`src/rtl/core/p2p_pkg.sv`:
```
// shared types and constants for the phonogram to phoneme text converter
package p2p_pkg;

  // character range bounds and offsets
  localparam logic [7:0] ChLo      = 8'h40;
  localparam logic [7:0] ChHi      = 8'h5b;
  localparam logic [7:0] Backquote = 8'd96;
  localparam logic [7:0] Apos      = 8'd39;
  localparam logic [7:0] CaseOfs   = 8'd32;

  // character codes the decoder looks at
  localparam logic [7:0] ChSpace  = 8'h20;
  localparam logic [7:0] ChComma  = 8'h2c;
  localparam logic [7:0] ChPeriod = 8'h2e;
  localparam logic [7:0] ChQuest  = 8'h3f;
  localparam logic [7:0] ChLBrack = 8'h5b;
  localparam logic [7:0] ChLParen = 8'h28;
  localparam logic [7:0] ChRParen = 8'h29;
  localparam logic [7:0] ChHyphen = 8'h2d;
  localparam logic [7:0] ChColon  = 8'h3a;
  localparam logic [7:0] ChDollar = 8'h24;
  localparam logic [7:0] ChUpA    = 8'h41;
  localparam logic [7:0] ChUpC    = 8'h43;
  localparam logic [7:0] ChUpE    = 8'h45;
  localparam logic [7:0] ChUpH    = 8'h48;
  localparam logic [7:0] ChUpI    = 8'h49;
  localparam logic [7:0] ChUpO    = 8'h4f;
  localparam logic [7:0] ChUpQ    = 8'h51;
  localparam logic [7:0] ChUpU    = 8'h55;
  localparam logic [7:0] ChUpX    = 8'h58;
  localparam logic [7:0] ChLoG    = 8'h67;
  localparam logic [7:0] ChUpN    = 8'h4e;
  localparam logic [7:0] ChLoT    = 8'h74;
  localparam logic [7:0] ChLoY    = 8'h79;

  // most characters one item can produce
  localparam int unsigned MaxRun = 4;
  localparam int unsigned RunIdxW = $clog2(MaxRun);
  localparam int unsigned RunCntW = RunIdxW + 1;

  // queue between front and back
  localparam int unsigned QDepth = 2;
  localparam int unsigned QAddrW = $clog2(QDepth);
  localparam int unsigned QCntW  = QAddrW + 1;

  // one item's worth of output characters
  typedef struct packed {
    logic [MaxRun-1:0][7:0] chars;
    logic [RunCntW-1:0]     count;
  } run_t;

  // queue status seen by the front and back
  typedef struct packed {
    logic full;
    logic empty;
  } q_stat_t;

endpackage

```
`src/rtl/core/p2p_if.sv`:
```
// handshake channels for phonogram input items and phoneme output items
interface p2p_in_if;
  logic       valid;
  logic       ready;
  logic [7:0] cur_char;
  logic [7:0] next_char;
  logic [7:0] after_next_char;
  logic       phrase_start;
  logic       end_of_text;

  modport source (output valid, cur_char, next_char, after_next_char, phrase_start,
                  end_of_text, input ready);
  modport sink   (input valid, cur_char, next_char, after_next_char, phrase_start,
                  end_of_text, output ready);
endinterface

interface p2p_out_if;
  logic       valid;
  logic       ready;
  logic [7:0] out_char;
  logic       last_of_run;

  modport source (output valid, out_char, last_of_run, input ready);
  modport sink   (input valid, out_char, last_of_run, output ready);
endinterface

```
`src/rtl/core/p2p_front.sv`:
```
// front end: accepts items, decodes them into a run of output characters
module p2p_front (
  input  logic             clk_i,
  input  logic             rst_ni,
  p2p_in_if.sink           in_ch,
  input  p2p_pkg::q_stat_t q_stat_i,
  output logic             push_o,
  output p2p_pkg::run_t    run_o
);
  import p2p_pkg::*;

  logic rise_q, rise_d;
  logic fall_q, fall_d;
  logic pause_q, pause_d;
  logic skip_q, skip_d;
  logic accept;
  run_t run;

  assign in_ch.ready = !q_stat_i.full;
  assign accept      = in_ch.valid && in_ch.ready;

  // decode one item and update the accent and pause flags
  always_comb begin
    logic [RunCntW-1:0] n;
    logic [7:0]         c;
    logic [7:0]         nx;
    logic [7:0]         nn;
    logic               skipped;
    n       = '0;
    c       = in_ch.cur_char;
    nx      = in_ch.next_char;
    nn      = in_ch.after_next_char;
    skipped = 1'b0;
    run     = '0;
    rise_d  = rise_q;
    fall_d  = fall_q;
    pause_d = pause_q;
    skip_d  = skip_q;
    if (accept) begin
      if (skip_q) begin
        skip_d = 1'b0;
      end else begin
        if (in_ch.phrase_start && !pause_q) begin
          run.chars[n[RunIdxW-1:0]] = ChSpace;
          n = n + 1'b1;
        end
        unique case (c) inside
          ChLBrack, ChLParen: begin
            rise_d = 1'b1;
            fall_d = 1'b0;
          end
          ChSpace, ChComma, ChPeriod, ChQuest: begin
            run.chars[n[RunIdxW-1:0]] = c;
            n = n + 1'b1;
            pause_d = 1'b1;
          end
          Apos: begin
            if (fall_q) begin
              run.chars[n[RunIdxW-1:0]] = Backquote;
              n = n + 1'b1;
              fall_d = 1'b0;
            end
          end
          ChHyphen: begin
            run.chars[n[RunIdxW-1:0]] = ChColon;
            n = n + 1'b1;
            pause_d = 1'b0;
          end
          ChDollar: begin
            run.chars[n[RunIdxW-1:0]] = nx + CaseOfs;
            n = n + 1'b1;
            pause_d = 1'b0;
          end
          default: begin
            if (c > ChLo && c < ChHi) begin
              // accent opens on the first letter after a rise mark
              if (rise_q) begin
                run.chars[n[RunIdxW-1:0]] = Apos;
                n = n + 1'b1;
                rise_d = 1'b0;
                fall_d = 1'b1;
              end
              if (c == ChUpC) begin
                // ch plus vowel turns into t or ty, any other c drops out
                if (nx == ChUpH) begin
                  if (nn == ChUpI) begin
                    run.chars[n[RunIdxW-1:0]] = ChLoT;
                    n = n + 1'b1;
                    skipped = 1'b1;
                  end else if (nn == ChUpA || nn == ChUpU || nn == ChUpE ||
                               nn == ChUpO) begin
                    run.chars[n[RunIdxW-1:0]] = ChLoT;
                    n = n + 1'b1;
                    run.chars[n[RunIdxW-1:0]] = ChLoY;
                    n = n + 1'b1;
                    skipped = 1'b1;
                  end
                end
              end else if (c == ChUpQ) begin
                run.chars[n[RunIdxW-1:0]] = ChLoG;
                n = n + 1'b1;
              end else if (c == ChUpX) begin
                run.chars[n[RunIdxW-1:0]] = ChUpN;
                n = n + 1'b1;
              end else begin
                run.chars[n[RunIdxW-1:0]] = c + CaseOfs;
                n = n + 1'b1;
              end
              // after ch plus vowel mark the next item to be skipped, else close the accent before a closing paren
              if (skipped) begin
                skip_d = 1'b1;
              end else if (nx == ChRParen && fall_d) begin
                run.chars[n[RunIdxW-1:0]] = Backquote;
                n = n + 1'b1;
                fall_d = 1'b0;
              end
              pause_d = 1'b0;
            end
          end
        endcase
      end
      // end of text puts every flag back to its reset value
      if (in_ch.end_of_text) begin
        rise_d  = 1'b0;
        fall_d  = 1'b0;
        pause_d = 1'b1;
        skip_d  = 1'b0;
      end
    end
    run.count = n;
  end

  assign push_o = accept && (run.count != '0);
  assign run_o  = run;

  // flag registers
  always_ff @(posedge clk_i or negedge rst_ni) begin
    if (!rst_ni) begin
      rise_q  <= 1'b0;
      fall_q  <= 1'b0;
      pause_q <= 1'b1;
      skip_q  <= 1'b0;
    end else begin
      rise_q  <= rise_d;
      fall_q  <= fall_d;
      pause_q <= pause_d;
      skip_q  <= skip_d;
    end
  end

  // the item after a ch-vowel conversion never produces characters
  a_skip_silent: assert property (@(posedge clk_i) disable iff (!rst_ni)
    (accept && skip_q) |-> !push_o)
    else $error("skipped item produced characters");

endmodule

```
`src/rtl/core/p2p_queue.sv`:
```
// short queue of decoded runs between front and back
module p2p_queue (
  input  logic              clk_i,
  input  logic              rst_ni,
  input  logic              push_i,
  input  p2p_pkg::run_t     run_i,
  input  logic              pop_i,
  output p2p_pkg::run_t     head_o,
  output p2p_pkg::q_stat_t  stat_o
);
  import p2p_pkg::*;

  run_t              mem_q [QDepth];
  logic [QAddrW-1:0] wr_ptr_q, rd_ptr_q;
  logic [QCntW-1:0]  cnt_q, cnt_d;

  assign stat_o.full  = (cnt_q == QCntW'(QDepth));
  assign stat_o.empty = (cnt_q == '0);
  assign head_o       = mem_q[rd_ptr_q];

  // entry storage
  always_ff @(posedge clk_i) begin
    if (push_i) begin
      mem_q[wr_ptr_q] <= run_i;
    end
  end

  // fill level
  always_comb begin
    cnt_d = cnt_q;
    if (push_i && !pop_i) begin
      cnt_d = cnt_q + 1'b1;
    end else if (pop_i && !push_i) begin
      cnt_d = cnt_q - 1'b1;
    end
  end

  // pointers and count
  always_ff @(posedge clk_i or negedge rst_ni) begin
    if (!rst_ni) begin
      wr_ptr_q <= '0;
      rd_ptr_q <= '0;
      cnt_q    <= '0;
    end else begin
      if (push_i) begin
        wr_ptr_q <= wr_ptr_q + 1'b1;
      end
      if (pop_i) begin
        rd_ptr_q <= rd_ptr_q + 1'b1;
      end
      cnt_q <= cnt_d;
    end
  end

  a_no_overflow: assert property (@(posedge clk_i) disable iff (!rst_ni)
    push_i |-> !stat_o.full)
    else $error("push into full queue");

  a_no_underflow: assert property (@(posedge clk_i) disable iff (!rst_ni)
    pop_i |-> !stat_o.empty)
    else $error("pop from empty queue");

  a_run_nonempty: assert property (@(posedge clk_i) disable iff (!rst_ni)
    push_i |-> (run_i.count != '0))
    else $error("empty run pushed");

endmodule

```
`src/rtl/core/p2p_back.sv`:
```
// back end: sends the queued runs out one character per item
module p2p_back (
  input  logic             clk_i,
  input  logic             rst_ni,
  input  p2p_pkg::run_t    head_i,
  input  p2p_pkg::q_stat_t q_stat_i,
  output logic             pop_o,
  p2p_out_if.source        out_ch
);
  import p2p_pkg::*;

  logic [RunIdxW-1:0] idx_q, idx_d;
  logic               vld_q, vld_d;
  logic [7:0]         char_q;
  logic               last_q;
  logic               load;
  logic               is_last;

  // output register takes a new character when empty or being drained
  assign load    = !vld_q || out_ch.ready;
  assign is_last = ({1'b0, idx_q} + 1'b1) == head_i.count;
  assign pop_o   = load && !q_stat_i.empty && is_last;

  // character index within the head run
  always_comb begin
    idx_d = idx_q;
    vld_d = vld_q;
    if (load) begin
      vld_d = !q_stat_i.empty;
      if (!q_stat_i.empty) begin
        idx_d = is_last ? '0 : idx_q + 1'b1;
      end
    end
  end

  // control registers
  always_ff @(posedge clk_i or negedge rst_ni) begin
    if (!rst_ni) begin
      idx_q <= '0;
      vld_q <= 1'b0;
    end else begin
      idx_q <= idx_d;
      vld_q <= vld_d;
    end
  end

  // payload registers
  always_ff @(posedge clk_i) begin
    if (load && !q_stat_i.empty) begin
      char_q <= head_i.chars[idx_q];
      last_q <= is_last;
    end
  end

  assign out_ch.valid       = vld_q;
  assign out_ch.out_char    = char_q;
  assign out_ch.last_of_run = last_q;

  // the index never runs past the end of the head run
  a_idx_in_run: assert property (@(posedge clk_i) disable iff (!rst_ni)
    !q_stat_i.empty |-> ({1'b0, idx_q} < head_i.count))
    else $error("character index beyond run length");

endmodule

```
`src/rtl/core/phonogram_to_phoneme_text.sv`:
```
// top level of the phonogram to phoneme text converter
// Converts one phonogram character per input item (with two characters of
// lookahead and a phrase-start flag) into zero to four phoneme-notation
// characters, each sent as its own output item with last_of_run marking the
// final character of an input. The front end decodes an item in the cycle it
// is accepted and can take one input item every cycle as long as its two-entry
// run queue has room; an input that yields nothing occupies no queue entry.
// The back end sends one character per cycle while the output is ready, so the
// sustained rate is set by that serializer: at most one output character per
// clock. Output is registered, and the run queue keeps the input side flowing
// while a result waits, until the queue is full.
module phonogram_to_phoneme_text (
  input  logic  clk_i,
  input  logic  rst_ni,
  p2p_in_if.sink    in_ch,
  p2p_out_if.source out_ch
);
  import p2p_pkg::*;

  logic    push;
  logic    pop;
  run_t    run;
  run_t    head;
  q_stat_t q_stat;

  p2p_front u_front (
    .clk_i    (clk_i),
    .rst_ni   (rst_ni),
    .in_ch    (in_ch),
    .q_stat_i (q_stat),
    .push_o   (push),
    .run_o    (run)
  );

  p2p_queue u_queue (
    .clk_i  (clk_i),
    .rst_ni (rst_ni),
    .push_i (push),
    .run_i  (run),
    .pop_i  (pop),
    .head_o (head),
    .stat_o (q_stat)
  );

  p2p_back u_back (
    .clk_i    (clk_i),
    .rst_ni   (rst_ni),
    .head_i   (head),
    .q_stat_i (q_stat),
    .pop_o    (pop),
    .out_ch   (out_ch)
  );

endmodule

```
`src/flat_wrapper.sv`:
```
// flat-port wrapper written by rule: the top's interface ports become plain ports
module phonogram_to_phoneme_text_flat import p2p_pkg::*;
  (clk_i, rst_ni, in_ch_valid, in_ch_cur_char, in_ch_next_char, in_ch_after_next_char, in_ch_phrase_start, in_ch_end_of_text, in_ch_ready, out_ch_valid, out_ch_out_char, out_ch_last_of_run, out_ch_ready);
  p2p_in_if in_ch_i ();
  p2p_out_if out_ch_i ();
  input  logic clk_i;
  input  logic rst_ni;
  input wire logic [$bits(in_ch_i.valid)-1:0] in_ch_valid;
  input wire logic [$bits(in_ch_i.cur_char)-1:0] in_ch_cur_char;
  input wire logic [$bits(in_ch_i.next_char)-1:0] in_ch_next_char;
  input wire logic [$bits(in_ch_i.after_next_char)-1:0] in_ch_after_next_char;
  input wire logic [$bits(in_ch_i.phrase_start)-1:0] in_ch_phrase_start;
  input wire logic [$bits(in_ch_i.end_of_text)-1:0] in_ch_end_of_text;
  output wire logic [$bits(in_ch_i.ready)-1:0] in_ch_ready;
  output wire logic [$bits(out_ch_i.valid)-1:0] out_ch_valid;
  output wire logic [$bits(out_ch_i.out_char)-1:0] out_ch_out_char;
  output wire logic [$bits(out_ch_i.last_of_run)-1:0] out_ch_last_of_run;
  input wire logic [$bits(out_ch_i.ready)-1:0] out_ch_ready;
  assign in_ch_i.valid = in_ch_valid;
  assign in_ch_i.cur_char = in_ch_cur_char;
  assign in_ch_i.next_char = in_ch_next_char;
  assign in_ch_i.after_next_char = in_ch_after_next_char;
  assign in_ch_i.phrase_start = in_ch_phrase_start;
  assign in_ch_i.end_of_text = in_ch_end_of_text;
  assign in_ch_ready = in_ch_i.ready;
  assign out_ch_valid = out_ch_i.valid;
  assign out_ch_out_char = out_ch_i.out_char;
  assign out_ch_last_of_run = out_ch_i.last_of_run;
  assign out_ch_i.ready = out_ch_ready;
  phonogram_to_phoneme_text u_core (.clk_i(clk_i), .rst_ni(rst_ni), .in_ch(in_ch_i), .out_ch(out_ch_i));
endmodule
```
`config.mk`:
```
export PLATFORM = sky130hd
export DESIGN_NAME = phonogram_to_phoneme_text_flat
export DESIGN_NICKNAME = d
export VERILOG_FILES = /design/src/rtl/core/p2p_pkg.sv /design/src/rtl/core/p2p_if.sv /design/src/rtl/core/p2p_front.sv /design/src/rtl/core/p2p_queue.sv /design/src/rtl/core/p2p_back.sv /design/src/rtl/core/phonogram_to_phoneme_text.sv /design/src/flat_wrapper.sv
export SDC_FILE = /design/constraint.sdc
export NUM_CORES = 1
export LEC_CHECK = 0
export BUFFER_PORTS_ARGS = -buffer_cell sky130_fd_sc_hd__clkbuf_2
export CORE_MARGIN = 10
export CORE_UTILIZATION = 24
export DETAILED_ROUTE_END_ITERATION = 8
export PLACE_DENSITY = 0.44
export SLEW_MARGIN = 20
export SYNTH_ARGS = -nofsm -noshare
export SYNTH_HDL_FRONTEND = slang
export SYNTH_HIERARCHICAL = 1
export SYNTH_SLANG_ARGS = --single-unit
```
`constraint.sdc`:
```
create_clock -name clk_i -period 5.2 [get_ports clk_i]
set_clock_uncertainty 0.15 [all_clocks]
set_input_delay 0.26 -clock clk_i [delete_from_list [all_inputs] [get_ports clk_i]]
set_output_delay 0.26 -clock clk_i [all_outputs]
set_load 0.1 [all_outputs]
```
After elaboration in Yosys (flattened, before gate mapping). Memories as Yosys holds them, arrays and structs flattened. Index checks and enable logic that the tools add are counted.

Bits in writable memories: 70. Memories: 1. Logic and storage cells: 222. Bits in registers: 20. Output and inout port bits: 11. Input port bits: 30.

Equality and inequality tests: 25. Multiplexer cells: 97. $add $sub $neg: 12. Reductions and logical operators: 40. Order comparisons: 11. Bitwise gates (word level): 25.

Memory list: u_core.u_queue.mem_q (words 2, width 35, rd ports 1, clocked after Yosys merged registers in 0, write ports 1, line p2p_queue.sv:13) `run_t mem_q [QDepth];`.

Operators by type and width (number): two-way mux 32 bit (21); one-hot mux 32 bit (5 select lines) (1); bitwise mux 32 bit (3); equality test 8 x 7 -> 1 bit (second input constant) (10); equality test 8 x 6 -> 1 bit (second input constant) (9); demux 8 bit (select 2 bit) (4); inverter 16 bit (4); two-way mux 3 bit (21); two-way mux 8 bit (7); inverter 24 bit (2); OR 20 bit (2); bitwise AND 16 bit (2); bitwise AND 4 x 16 -> 16 bit (2); OR 16 bit (2); OR 4 x 16 -> 16 bit (2); two-way mux 1 bit (31); bitwise AND 12 bit (2); bitwise AND 24 bit (1); bitwise AND 6 x 24 -> 24 bit (1); inverter 12 bit (2); adder 8 x 6 -> 8 bit (second input constant) (2); binary-select mux 8 bit (select 2 bit) (1); less-than comparator 2 x 3 -> 1 bit (second input constant) (5); logical AND 1 bit (13); other kinds (34) (60).

Longest topological paths before layout. Gate-level depths: netlist of run 1.

Depth in word-level cells: 34. Mapped depth: 15. Mapped depth without buffers: 15.

By module. The synthesis of run 1 kept the hierarchy.

By module, submodules not included: p2p_queue (instances 1, area an instance 2862.7 µm², cells each 125, seq. area each 2202.1 µm²); p2p_front (instances 1, area an instance 1989.4 µm², cells each 320, seq. area each 101.3 µm²); p2p_back (instances 1, area an instance 654.4 µm², cells each 36, seq. area each 345.3 µm²).

Least setup slack after synthesis of run 1. OpenSTA, ideal clock, no wires.

Path kind: input -> register. Start: in in_ch_cur_char[5]. End: mem u_core/u_queue/mem_q[0][0] (netlist bit) (enable). Path buffers: 1. Data required time: 4619 ps. Data arrival time: 4298 ps. Setup time: 431 ps. Path slack: 321 ps. Stages: 12. Path through: or3b_4 > or4_1 > buf_2 > or4_4 > nor2_2 > or2_2 > ha_1 > nand2_1 > xnor2_1 > nor2_1 > or3_1 > nor2b_1.

RTL lines: start: declaration (line flat_wrapper.sv:9) `input wire logic [$bits(in_ch_i.cur_char)-1:0] in_ch_cur_char;`; end: declaration (line p2p_queue.sv:13).

==> summary.md, run 1 <==
| Metric | Value |
|---|---|
| Status | completed |
| Post-detail-place hpwl | roughly 11000 um |
| Synthesized net count | around 530 |
| Crit-path max FO | 35 |
| CP Capture Point | u_core/u_queue/mem_q[1][3]$_DFFE_PP_ |
| EDFF count, synth | 79 |
| Vias in the first global route | 4006 |
| Via count | 4005 |
| R2r setup slk | 1.12 ns |
| Rows | 55 |
| Cells traversed along the worst timing path | clkbuf_2, or2_2, or4_1, or4_4, nor2_2, or2_2, ha_1, or3_1, a31o_2, or3_1, and2_1, buf_4 |
| Mapped Area | 5510 um2 |
| Synth area leaders | edfxtp_1, mux2_4, dfrtp_1, ha_1, mux4_2 |
| Critical path capture point type | register |
| Root buffer cell | clkbuf_16 |
| Synth unique cells | 71 |
| Full die area | 29400 um2 |
| Largest net degree at the start of global routing | 37 |
| Ant. Diodes | 0 |
| Drt pass-1 iters | 5 |
| RSZ-0062 raised after global routing | false |
| Power density cells | approximately 420 nW/um2 |
| Final Hold Fails | 0 |
| Initial antenna violation count | 0 |
| Worst reg2reg path depth | 13 |
| Fin. max-slew vios | 0 |
| Max-slew headroom | 45.3% |
| All-Layer GR Usage | 10.4% |
| Final instance area | about 6300 um2 |
| Layout cell share with drive strength beyond 1 | 24.6% |
| TritonCTS Buffers | 9 |
| Tmin final | around 4.2 ns |
| Starting Density | 24.3% |
| Critical Path Max Stage Delay | 0.57 ns |
| CTS sink cnt | 90 |
| Worst R2R End | u_core/u_queue/mem_q[1][3]$_DFFE_PP_ |
| Io pins | 41 |
| Sw power | 1.02 mW |
| Synth top area share | 43.1% |
| R2r startpoint | u_core/u_front/pause_q$_DFFE_PN1P_ |
| CP startpoint kind | input pin |
| Antenna Violating Nets Remaining | 0 |
| Leading area contributor after synthesis | edfxtp_1 |
| Leakage | 2.27 nW |
| Final #Nets | 570 |
| Aggregate global routing overflow | 0 |
| Fillers | 2322 |
| Post-CTS sizing | 0 |
| PortBufs | 40 |
| Post-Synthesis Cells | 481 |
| Internal | 1.67 mW |
| Die Height | ~170 um |
| Predominant post-synthesis flop cell | edfxtp_1 |
| # setup viols final | 0 |
| Crit. Startpoint | in_ch_cur_char[3] |
| Worst hold path class | input pin to register |
| First-pass GRT wire length | 23500 um |
| Fin util | 28.0% |
| GP Congestion | between 0.8 and 0.9 |
| Reg power frac | 37.8% |
| Clock latency at the later pin of the worst-skew pair | 0.34 ns |
| Slew of the pin with the lowest slew margin | 0.813 ns |
| Clk buf depth | 2 |
| H-tree Lvls | 3 |
| Crit Path Class | input pin to register |
| PnR worst setup slack | 1.02 ns |
| Clock-pin slew of the registers on the worst-case setup and hold paths | 0.06 ns |
| Dpl ws | 0.671 ns |
| Max VDD drop | roughly 0.13 mV |
| Die X | ~170 um |
| Post-DP Area | 6010 um2 |
| Period utilization | about four fifths |
| Sw Share | 37.9% |
| Sequential-to-total area share from yosys stat | 48.1% |
| Gate power share | approximately 38% |
| Vias per cell | 4.92 |
| DR WL/cell | 18.6 um |
| DRT iter0 DRCs | about 350 |
| Core Region | between 20000 and 25000 um2 |
| Clock group share of total power | 24.2% |
| Layout area overhead | 15.1% |
| Max-cap violation count | 0 |
| Avg Cell Area, Syn | ~11 um2 |
| DRT Wirelength | 15100 um |
| Flop and latch count out of synthesis | 90 |
| Design Power | 2.69 mW |
| Post-CTS Setup Inserts | 0 |
| Fmax | 239 MHz |
| Slowest cell on the critical path | or4_4 |
| DR DRC count | 0 |
| Ys async rst share | roughly an eighth |
| Crit path DAT | just over 4 ns |
| Worst endpoint required time | about 5 ns |
| Setup TNS | 0 ns |
| TritonCTS clock tree | built |
| Synth warnings | 6 |
[power groups by stage]
stage	logic, mW	clock network (mW)	registers (mW)
global route	1.09	0.704	1.04
floorplan	0.649	0	1.26
global placement	0.974	0	1.09
CTS	0.981	0.674	1.07
finish	1.02	0.652	1.02
detailed placement	0.978	0	1.09
[critical path: cells and delay by family]
| family | cells | cell delay (ns) |
|---|---|---|
| and+or+nand+nor | 8 | 2.76 |
| AOI/OAI and AO/OA | 1 | 0.27 |
| buffers and inverters | 2 | 0.54 |
| adders and majority gates | 1 | 0.22 |
[metal layers]
layer,wire [um],global-route usage (%),vias up,part of all wire [%]
met2,7010,16.1,122,46
met1,7110,13.7,1939,47
met4,283,4.05,0,1.9
li1,-,-,1925,-
met3,697,2.45,19,4.6
met5,0,0,-,0
[worst min-delay path by stage]
stage	from	endpoint	slack, ns	cells after the start
2_1_floorplan	rst_ni	u_core/u_back/idx_q[0]$_DFFE_PN0P_	-0.19	0
3_3_place_gp	rst_ni	u_core/u_front/fall_q$_DFFE_PN0P_	0.01	1
3_5_place_dp	rst_ni	u_core/u_front/rise_q$_DFFE_PN0P_	0.02	1
4_1_cts	in_ch_end_of_text	u_core/u_front/rise_q$_DFFE_PN0P_	0.02	2
5_1_grt	in_ch_end_of_text	u_core/u_front/skip_q$_DFFE_PN0P_	0.05	2
6_report	in_ch_end_of_text	u_core/u_front/rise_q$_DFFE_PN0P_	0.04	2
[logic make-up (layout without fill, tap and decap cells)]
logic type	Yosys count	after routing	synth area share, %
AOI/OAI and AO/OA	111	111	13.6
xor gates and xnor gates	15	15	2.39
adders and majority gates	16	16	3.64
buffers and inverters	39	87	3.86
DFF	90	90	48.1
muxes	44	44	12.6
and+or+nand+nor	166	166	15.8
[state kept, by name (all words and copies together), names as in the netlist]
register / cells
u_core/u_queue/mem_q: 70
u_core/u_front/fall_q: 1
u_core/u_queue/rd_ptr_q: 1
u_core/u_front/pause_q: 1
u_core/u_queue/cnt_q: 2
u_core/u_back/out_ch.last_of_run: 1
u_core/u_front/rise_q: 1
u_core/u_front/skip_q: 1
u_core/u_queue/wr_ptr_q: 1
u_core/u_back/out_ch.out_char: 8
u_core/u_back/out_ch.valid: 1
u_core/u_back/idx_q: 2
[cell type report]
| type | count | area, um2 | area share [%] |
|---|---|---|---|
| clock buffer | 10 | 229 | 3.61 |
| clock inverter | 6 | 72.6 | 1.14 |
| inverter | 17 | 63.8 | 1.01 |
| multi-input combinational | 352 | 2650 | 41.8 |
| sequential | 90 | 2650 | 41.8 |
| tap | 285 | 357 | 5.62 |
| timing repair buffer | 54 | 320 | 5.05 |
[cell usage after synthesis, types with 7 or more instances]
master / number
o21ai_0: 16
mux4_2: 8
nor3_1: 9
inv_1: 17
edfxtp_1: 79
nor2b_1: 9
a21oi_1: 33
nor3b_1: 8
mux2_4: 29
a32oi_1: 7
clkbuf_1: 13
xnor2_1: 8
nand2_1: 40
nor2_1: 47
dfrtp_1: 10
nand3_1: 8
o211ai_1: 7
xor2_1: 7
ha_1: 16
[per-stage QoR]
stage,hold slack [ns],std cells
floorplan,-0.186,481
global placement,0.0117,796
detailed placement,0.0214,796
CTS,0.0237,813
global route,0.0479,814
finish,0.0357,814
[repair_timing]
item | in CTS | in global routing
setup endpoints to repair | 0 | 0
endpoints found under the hold margin | 11 | 0
hold buffers | 1 | 0
[placed cells by master (no fill, tap or decap), types with 6 or more instances in the layout]
master | Yosys | final
edfxtp_1 | 79 | 79
nor2_1 | 47 | 47
clkbuf_2 | 0 | 40
nand2_1 | 40 | 40
a21oi_1 | 33 | 33
mux2_4 | 29 | 29
inv_1 | 17 | 17
o21ai_0 | 16 | 16
ha_1 | 16 | 16
buf_4 | 0 | 12
clkbuf_16 | 0 | 9
dfrtp_1 | 10 | 9
nor3_1 | 9 | 9
xnor2_1 | 8 | 8
mux4_2 | 8 | 8
nor2b_1 | 9 | 8
nor3b_1 | 8 | 8
nand3_1 | 8 | 8
xor2_1 | 7 | 7
a32oi_1 | 7 | 7
o211ai_1 | 7 | 7
o31ai_1 | 6 | 6
or3_1 | 6 | 6
mux2_2 | 6 | 6
Power figures use the tool's default switching activity.
==> inputs of run 2 (changes only) <==
--- a/config.mk
+++ b/config.mk
@@ -5,11 +5,12 @@
 export SDC_FILE = /design/constraint.sdc
 export NUM_CORES = 1
 export LEC_CHECK = 0
+export ABC_AREA = 1
 export BUFFER_PORTS_ARGS = -buffer_cell sky130_fd_sc_hd__clkbuf_2
 export CORE_MARGIN = 10
 export CORE_UTILIZATION = 24
 export DETAILED_ROUTE_END_ITERATION = 8
-export PLACE_DENSITY = 0.44
+export PLACE_DENSITY = 0.45
 export SLEW_MARGIN = 20
 export SYNTH_ARGS = -nofsm -noshare
 export SYNTH_HDL_FRONTEND = slang
==> constraint.sdc (replaced) <==
create_clock -name clk_i -period 3.6 [get_ports clk_i]
set_clock_uncertainty 0.15 [all_clocks]
set_input_delay 0.18 -clock clk_i [delete_from_list [all_inputs] [get_ports clk_i]]
set_output_delay 0.18 -clock clk_i [all_outputs]
set_load 0.1 [all_outputs]
==> run 2 against run 1 <==
  * Clock power grew 37%
  * Combinational power grew 87%
  * Register-to-register slack lost 0.83 ns
  * Synthesized cell count grew 35%
  * Setup slack lost 0.73 ns
  * Sequential share of layout area shrank 3.3 points
  * Total power grew 59%
  * Sequential power grew 44%
  * Wire length grew 10%
  * Critical path depth grew 7
  * Global-route usage grew 0.34 points
  * Critical path type is now register to register
  * Largest power group is now combinational logic
==> summary.md, run 2 <==
| Metric | Value |
|---|---|
| Status | completed (unchanged) |
| Sequential-to-total area share from yosys stat | 45.0% (was 48.1%) |
| PortBufs | 40 (unchanged) |
| Full die area | 31200 um2 (was 29400 um2) |
| Cells traversed along the worst timing path | inv_1, nand2_1, buf_4, ha_1, nand2_1, nand2_2, inv_1, ha_1, inv_1, nor2_2, inv_1, nand2_1, nand3_1, nand2_1, inv_1, nand2_1, inv_1, nor2_4, buf_12 (was clkbuf_2, or2_2, or4_1, or4_4, nor2_2, or2_2, ha_1, or3_1, a31o_2, or3_1, and2_1, buf_4) |
| First-pass GRT wire length | 26000 um (was 23500 um) |
| H-tree Lvls | 3 (unchanged) |
| Post-detail-place hpwl | 13100 um (was 11300 um) |
| Tmin final | between 3 and 4 ns |
| DR DRC count | 0 (unchanged) |
| Leakage | 2.82 nW (was 2.27 nW) |
| Fillers | 2638 (was 2322) |
| Crit path DAT | 3.20 ns (was 4.07 ns) |
| Placed Cells | 1021 (was 796) |
| Die Height | 177 um (was 171 um) |
| CTS sink cnt | 90 (unchanged) |
| Flop and latch count out of synthesis | 90 (unchanged) |
| DRT iter0 DRCs | 347 (was 351) |
| Final Hold Fails | 0 (unchanged) |
| Post-synth top cells | nand2_1, edfxtp_1, inv_1 (was edfxtp_1, nor2_1, nand2_1) |
| DR WL/cell | 15.9 um (was 18.6 um) |
| Vias in the first global route | 4567 (was 4006) |
| RSZ-0062 raised after global routing | false (unchanged) |
| Synth warnings | 6 (unchanged) |
| Crit-path max FO | 18 (was 35) |
| Antenna Violating Nets Remaining | 0 (unchanged) |
| Commonest cells after routing, fill and taps aside | nand2_1, edfxtp_1, inv_1, nor2_1, clkbuf_2 (was edfxtp_1, nor2_1, clkbuf_2, nand2_1, a21oi_1) |
| Leading area contributor after synthesis | edfxtp_1 (unchanged) |
| Reg area | 2650 um2 (unchanged) |
| Critical path capture point type | register (unchanged) |
| Multi-input gate area | 2760 um2 (was 2650 um2) |
| Clock latency at the later pin of the worst-skew pair | 0.34 ns (about the same) |
| Clk buf depth | 2 (unchanged) |
| TritonCTS Buffers | 9 (unchanged) |
| Starting Density | 24.3% (about the same) |
| Critical path's most frequent cell | inv_1 |
| Period utilization | 92.0% |
| Slew of the pin with the lowest slew margin | 0.729 ns (was 0.813 ns) |
| Power density cells | 620 nW/um2 (was 424 nW/um2) |
| DRT Wirelength | 16600 um (was 15100 um) |
| Max-slew headroom | 51.0% (was 45.3%) |
| Predominant post-synthesis flop cell | edfxtp_1 (unchanged) |
| Post-Synthesis Cells | 650 (was 481) |
| # setup viols final | 0 (unchanged) |
| Most frequent cell after synthesis | nand2_1 (was edfxtp_1) |
| Worst endpoint required time | 3.49 ns (was 5.09 ns) |
| Critical Path Max Stage Delay | 0.52 ns (was 0.57 ns) |
| Leading cell type in the layout, fill and taps excluded | nand2_1 (was edfxtp_1) |
| Fmax | between 300 and 400 MHz |
| GP Congestion | 0.929 (was 0.873) |
| Max-cap violation count | 0 (unchanged) |
| Clock-pin slew of the registers on the worst-case setup and hold paths | 0.06 ns (about the same) |
| Max VDD drop | 0.395 mV (was 0.127 mV) |
| EDFF count, synth | 79 (unchanged) |
| WHS | 0.0106 ns (was 0.0357 ns) |
| Via count | 4651 (was 4005) |
| TritonCTS clock tree | built (unchanged) |
| Largest register FFs | 70 (unchanged) |
| Setup TNS | 0 ns (unchanged) |
| CP startpoint kind | register (was input pin) |
| Largest net degree at the start of global routing | 36 (was 37) |
| Vias per cell | 4.46 (was 4.92) |
| Avg Cell Area, Syn | 9.05 um2 (was 11.4 um2) |
| Io pins | 41 (unchanged) |
| Die X | 177 um (was 171 um) |
| Crit Path Class | register to register (was input pin to register) |
| All-Layer GR Usage | 10.7% (was 10.4%) |
| Drt pass-1 iters | 5 (unchanged) |
| Core Region | 24200 um2 (was 22600 um2) |
| Ys async rst share | 12.2% (unchanged) |
| Mapped Area | 5890 um2 (was 5510 um2) |
| Synth unique cells | 47 (was 71) |
| Synth area leaders | edfxtp_1, nand2_1, mux2_4, inv_1, dfrtp_1 (was edfxtp_1, mux2_4, dfrtp_1, ha_1, mux4_2) |
| Final instance area | 6890 um2 (was 6340 um2) |
| Final #Nets | 759 (was 570) |
| Initial antenna violation count | 0 (unchanged) |
| Aggregate global routing overflow | 0 (unchanged) |
| Most flop-heavy register | u_core/u_queue/mem_q (unchanged) |
| Post-DP Area | 6560 um2 (was 6010 um2) |
| Slowest cell on the critical path | dfstp_2 (was or4_4) |
| Layout area overhead | 17.0% (was 15.1%) |
| Layout cell share with drive strength beyond 1 | 24.8% (was 24.6%) |
| Fin. max-slew vios | 0 (unchanged) |
| Non-Filler Instances | 1042 (was 814) |
| Worst hold path class | input pin to register (unchanged) |
| Ant. Diodes | 0 (unchanged) |
| Rows | 57 (was 55) |
| Synth top area share | 40.3% (was 43.1%) |
| Synthesized net count | 696 (was 527) |
| Root buffer cell | clkbuf_16 (unchanged) |
==> run 2: cells by family (layout without fill, tap and decap cells) <==
family / count (synthesis) / in the layout / share of synthesized area [%]
DFF: 90 / 90 / 45.0
muxes: 35 / 35 / 8.55
and+or+nand+nor: 295 / 295 / 22.6
AOI/OAI and AO/OA: 105 / 105 / 11.0
xor gates and xnor gates: 7 / 7 / 1.17
buffers and inverters: 102 / 170 / 8.29
adders and majority gates: 16 / 16 / 3.40
==> run 2: layer usage <==
metal  up-vias  track usage (%)  part of all wire, %
met5         -                0                    0
met4         0             3.99                  2.0
met3        22             1.84                  3.5
met2       103             16.6                   45
met1      2187             14.7                   49
li1       2339                -                    -
==> run 2: cell type report <==
class	count	share of cell area, %
multi-input combinational	458	40.1
inverter	84	4.67
tap	324	5.89
timing repair buffer	70	6.83
sequential	90	38.5
clock inverter	4	0.618
clock buffer	12	3.43
==> run 2: critical path, delay by kind of cell, from the launching register on <==
family                     cells  cell delay [ns]
DFF                            1             0.52
adders and majority gates      2             0.48
and+or+nand+nor                9             1.07
buffers and inverters          8             0.79
==> run 2: through the flow <==
stage	utilization, %	total power [mW]	setup slack [ns]
2_1_floorplan	-	3.07	0.00981
3_3_place_gp	27.0	3.42	0.231
6_report	28.4	4.27	0.290
5_1_grt	28.4	4.54	0.00972
4_1_cts	28.3	4.33	0.135
3_5_place_dp	27.0	3.42	0.154
==> run 2: final timing paths <==
check	start	to	slack, ns	cells past startpoint
hold / removal	in_ch_valid	u_core/u_front/skip_q$_DFFE_PN0P_	0.01	4
hold reg to reg	u_core/u_back/out_ch.valid$_DFFE_PN0N_	u_core/u_back/out_ch.valid$_DFFE_PN0N_	0.35	2
min in group asynchronous	rst_ni	u_core/u_front/rise_q$_DFFE_PN0P_	0.10	2
max in group asynchronous	rst_ni	u_core/u_front/pause_q$_DFFE_PN1P_	2.92	2
setup / recovery	u_core/u_front/pause_q$_DFFE_PN1P_	u_core/u_queue/mem_q[0][14]$_DFFE_PP_	0.29	19
setup reg to reg	u_core/u_front/pause_q$_DFFE_PN1P_	u_core/u_queue/mem_q[0][14]$_DFFE_PP_	0.29	19
==> run 2: repair_timing <==
item	in CTS	in global routing
hold buffers	3	0
buffers inserted	0	2
setup endpoints to repair	0	71
resized for setup	0	2
hold endpoints to repair	13	0
==> run 2: power by group <==
group          switching (mW)  total, mW  internal [mW]  leakage [nW]
Clock                   0.359      0.892          0.533         0.136
Sequential             0.0814       1.47           1.39         0.824
Combinational            1.29       1.91          0.619          1.86
==> inputs of run 3 (changes only) <==
--- a/config.mk
+++ b/config.mk
@@ -14,5 +14,4 @@
 export SLEW_MARGIN = 20
 export SYNTH_ARGS = -nofsm -noshare
 export SYNTH_HDL_FRONTEND = slang
-export SYNTH_HIERARCHICAL = 1
 export SYNTH_SLANG_ARGS = --single-unit
==> run 3 against run 2 <==
  * Core utilization is 0.47 points higher
  * Worst hold slack improved by 0.0093 ns
  * Die area is 5.3% lower
  * Largest cell class is now flip-flops and latches
  * Largest power group unchanged
==> summary.md, run 3 <==
| Metric | Value |
|---|---|
| Status | completed (unchanged) |
| Vias in the first global route | 4712 (was 4567) |
| Crit path DAT | 3.33 ns (was 3.20 ns) |
| Slew of the pin with the lowest slew margin | 0.754 ns (was 0.729 ns) |
| Post-DP Area | 6190 um2 (was 6560 um2) |
| Io pins | 41 (unchanged) |
| TritonCTS Buffers | 9 (unchanged) |
| Leading area contributor after synthesis | edfxtp_1 (unchanged) |
| Critical path capture point type | register (unchanged) |
| Predominant post-synthesis flop cell | edfxtp_1 (unchanged) |
| Clk buf depth | 2 (unchanged) |
| Synth unique cells | 45 (was 47) |
| RSZ-0062 raised after global routing | false (unchanged) |
| Most flop-heavy register | u_core.u_queue.mem_q (was u_core/u_queue/mem_q) |
| # setup viols final | 0 (unchanged) |
| CP startpoint kind | register (unchanged) |
| Final Hold Fails | 0 (unchanged) |
| Worst endpoint required time | 3.68 ns (was 3.49 ns) |
| Layout cell share with drive strength beyond 1 | 17.8% (was 24.8%) |
| Max-slew headroom | 49.3% (was 51.0%) |
| Synth top area share | 42.9% (was 40.3%) |
| Ys async rst share | 12.2% (unchanged) |
| DRT iter0 DRCs | 441 (was 347) |
| GP Congestion | 0.935 (was 0.929) |
| Commonest cells after routing, fill and taps aside | nor2_1, nand2_1, edfxtp_1, inv_1, o21ai_0 (was nand2_1, edfxtp_1, inv_1, nor2_1, clkbuf_2) |
| DR DRC count | 0 (unchanged) |
| Rows | 55 (was 57) |
| Max-cap violation count | 0 (unchanged) |
| All-Layer GR Usage | 11.8% (was 10.7%) |
| CTS sink cnt | 90 (unchanged) |
| Clock latency at the later pin of the worst-skew pair | 0.34 ns (about the same) |
| EDFF count, synth | 79 (unchanged) |
| TritonCTS clock tree | built (unchanged) |
| Die Height | 172 um (was 177 um) |
| Post-Synthesis Cells | 656 (was 650) |
| H-tree Lvls | 3 (unchanged) |
| Drt pass-1 iters | 5 (unchanged) |
| Sequential-to-total area share from yosys stat | 47.9% (was 45.0%) |
| Antenna Violating Nets Remaining | 0 (unchanged) |
| Largest net degree at the start of global routing | 36 (unchanged) |
| Clock-pin slew of the registers on the worst-case setup and hold paths | 0.06 ns (about the same) |
| Synthesized net count | 702 (was 696) |
| Final instance area | 6540 um2 (was 6890 um2) |
| Starting Density | 24.4% (was 24.3%) |
| Power density cells | 655 nW/um2 (was 620 nW/um2) |
| Post-synth top cells | nor2_1, nand2_1, edfxtp_1 (was nand2_1, edfxtp_1, inv_1) |
| Crit-path max FO | 4 (was 18) |
| Via count | 4689 (was 4651) |
| Worst hold path class | input pin to register (unchanged) |
| Root buffer cell | clkbuf_16 (unchanged) |
| Setup TNS | 0 ns (unchanged) |
| Synth area leaders | edfxtp_1, nor2_1, nand2_1, o21ai_0, dfrtp_1 (was edfxtp_1, nand2_1, mux2_4, inv_1, dfrtp_1) |
| DR WL/cell | 17.0 um (was 15.9 um) |
| Fin. max-slew vios | 0 (unchanged) |
| Post-detail-place hpwl | 13100 um (about the same) |
| Full die area | 29500 um2 (was 31200 um2) |
| Vias per cell | 4.69 (was 4.46) |
| Die X | 172 um (was 177 um) |
| DRT Wirelength | 17000 um (was 16600 um) |
| Tmin final | 3.25 ns (was 3.31 ns) |
| First-pass GRT wire length | 26500 um (was 26000 um) |
| Most frequent cell after synthesis | nor2_1 (was nand2_1) |
| Synth warnings | 0 (was 6) |
| PortBufs | 40 (unchanged) |
| Flop and latch count out of synthesis | 90 (unchanged) |
| Fmax | 307 MHz (was 302 MHz) |
| Crit Path Class | register to register (unchanged) |
| Core Region | 22600 um2 (was 24200 um2) |
| Initial antenna violation count | 0 (unchanged) |
| Avg Cell Area, Syn | 8.44 um2 (was 9.05 um2) |
| Period utilization | 90.4% (was 92.0%) |
| Leading cell type in the layout, fill and taps excluded | nor2_1 (was nand2_1) |
| Leakage | 2.68 nW (was 2.82 nW) |
| Mapped Area | 5540 um2 (was 5890 um2) |
| Ant. Diodes | 0 (unchanged) |
| Aggregate global routing overflow | 0 (unchanged) |
| Layout area overhead | 18.1% (was 17.0%) |
| Largest register FFs | 70 (unchanged) |
| Final #Nets | 756 (was 759) |
| Max VDD drop | 0.344 mV (was 0.395 mV) |
run 3: changes by cell type after synthesis, sizes merged, moves of 3 or more:
cell    delta
nor3      -10
a21oi      +3
clkbuf    +13
mux2      -35
buf       -10
a31oi     +10
nor2      +47
o21ai     +15
nand3      +5
inv       -14
nand2     -29
nor4       +6
run 3: report_power, final:
part,total [mW],switching (mW),internal [mW]
registers,1.48,0.0865,1.40
logic,1.85,1.37,0.486
clock network,0.945,0.371,0.574
run 3: final cells by class:
type / count / area, um2
Tap cell: 285 / 357
Clock inverter: 3 / 40.0
Multi-Input combinational cell: 472 / 2520
Fill cell: 2417 / 16100
Timing Repair Buffer: 64 / 413
Sequential cell: 90 / 2650
Inverter: 73 / 294
Clock buffer: 13 / 260
run 3: routing by layer:
layer	GRT usage [%]	part of all wire [%]
met1	16.0	48
met2	18.4	45
met3	2.51	4.6
met4	3.60	2.4
met5	0	0
run 3: logic make-up after synthesis:
group | count (synthesis) | synth area share [%]
fa+ha+maj | 16 | 3.62
mux | 1 | 0.181
flops | 90 | 47.9
compound gates | 136 | 14.0
buf+inv | 94 | 6.80
xor+xnor | 9 | 1.42
simple gates | 310 | 26.1
run 3: path summary, 6_finish.rpt:
check,from,endpoint,slack [ns],cells past startpoint
max in group asynchronous,rst_ni,u_core.u_front.pause_q$_DFFE_PN1P_,2.88,2
min,in_ch_valid,u_core.u_front.skip_q$_DFFE_PN0P_,0.02,4
min reg2reg,u_core.u_front.pause_q$_DFFE_PN1P_,u_core.u_front.pause_q$_DFFE_PN1P_,0.34,2
max reg2reg,u_core.u_front.pause_q$_DFFE_PN1P_,u_core.u_queue.cnt_q[1]$_DFFE_PN0P_,0.35,23
min in group asynchronous,rst_ni,u_core.u_queue.rd_ptr_q$_DFFE_PN0P_,0.12,2
max,u_core.u_front.pause_q$_DFFE_PN1P_,u_core.u_queue.cnt_q[1]$_DFFE_PN0P_,0.35,23
run 3: repair_timing:
action	4_1_cts	5_1_grt
hold buffers	3	0
endpoints found under the setup margin	0	1
endpoints found under the hold margin	14	0
buffers inserted	0	1
gates resized for setup	0	2
run 3: per-stage QoR:
step / total power [mW] / worst slack (ns) / hold slack (ns) / instances / utilization (%)
final: 4.28 / 0.346 / 0.0200 / 1000 / 28.9
after global routing: 4.58 / 0.0613 / 0.0339 / 1000 / 28.9
after CTS: 4.34 / 0.283 / 0.0156 / 999 / 28.8
after detailed placement: 3.38 / 0.305 / -0.0514 / 980 / 27.4
after global placement: 3.38 / 0.364 / -0.0580 / 980 / 27.4
after floorplan: 2.88 / 0.00914 / -0.266 / 656 / -
run 3: critical path: stages (launching register included):
cell     delay, ns
dfstp_2       0.51
inv_1         0.04
nand2_1       0.11
inv_1         0.10
ha_1          0.25
nand2_1       0.10
nand2_1       0.05
inv_1         0.04
nand2_1       0.05
nand3_1       0.06
nand2_1       0.11
inv_1         0.10
ha_1          0.14
nand2_1       0.13
inv_4         0.08
nand3_1       0.08
nand3_1       0.15
nand2_2       0.07
inv_2         0.09
nand2_2       0.07
ha_1          0.30
a21oi_1       0.11
o21ai_0       0.11
xnor2_1       0.13
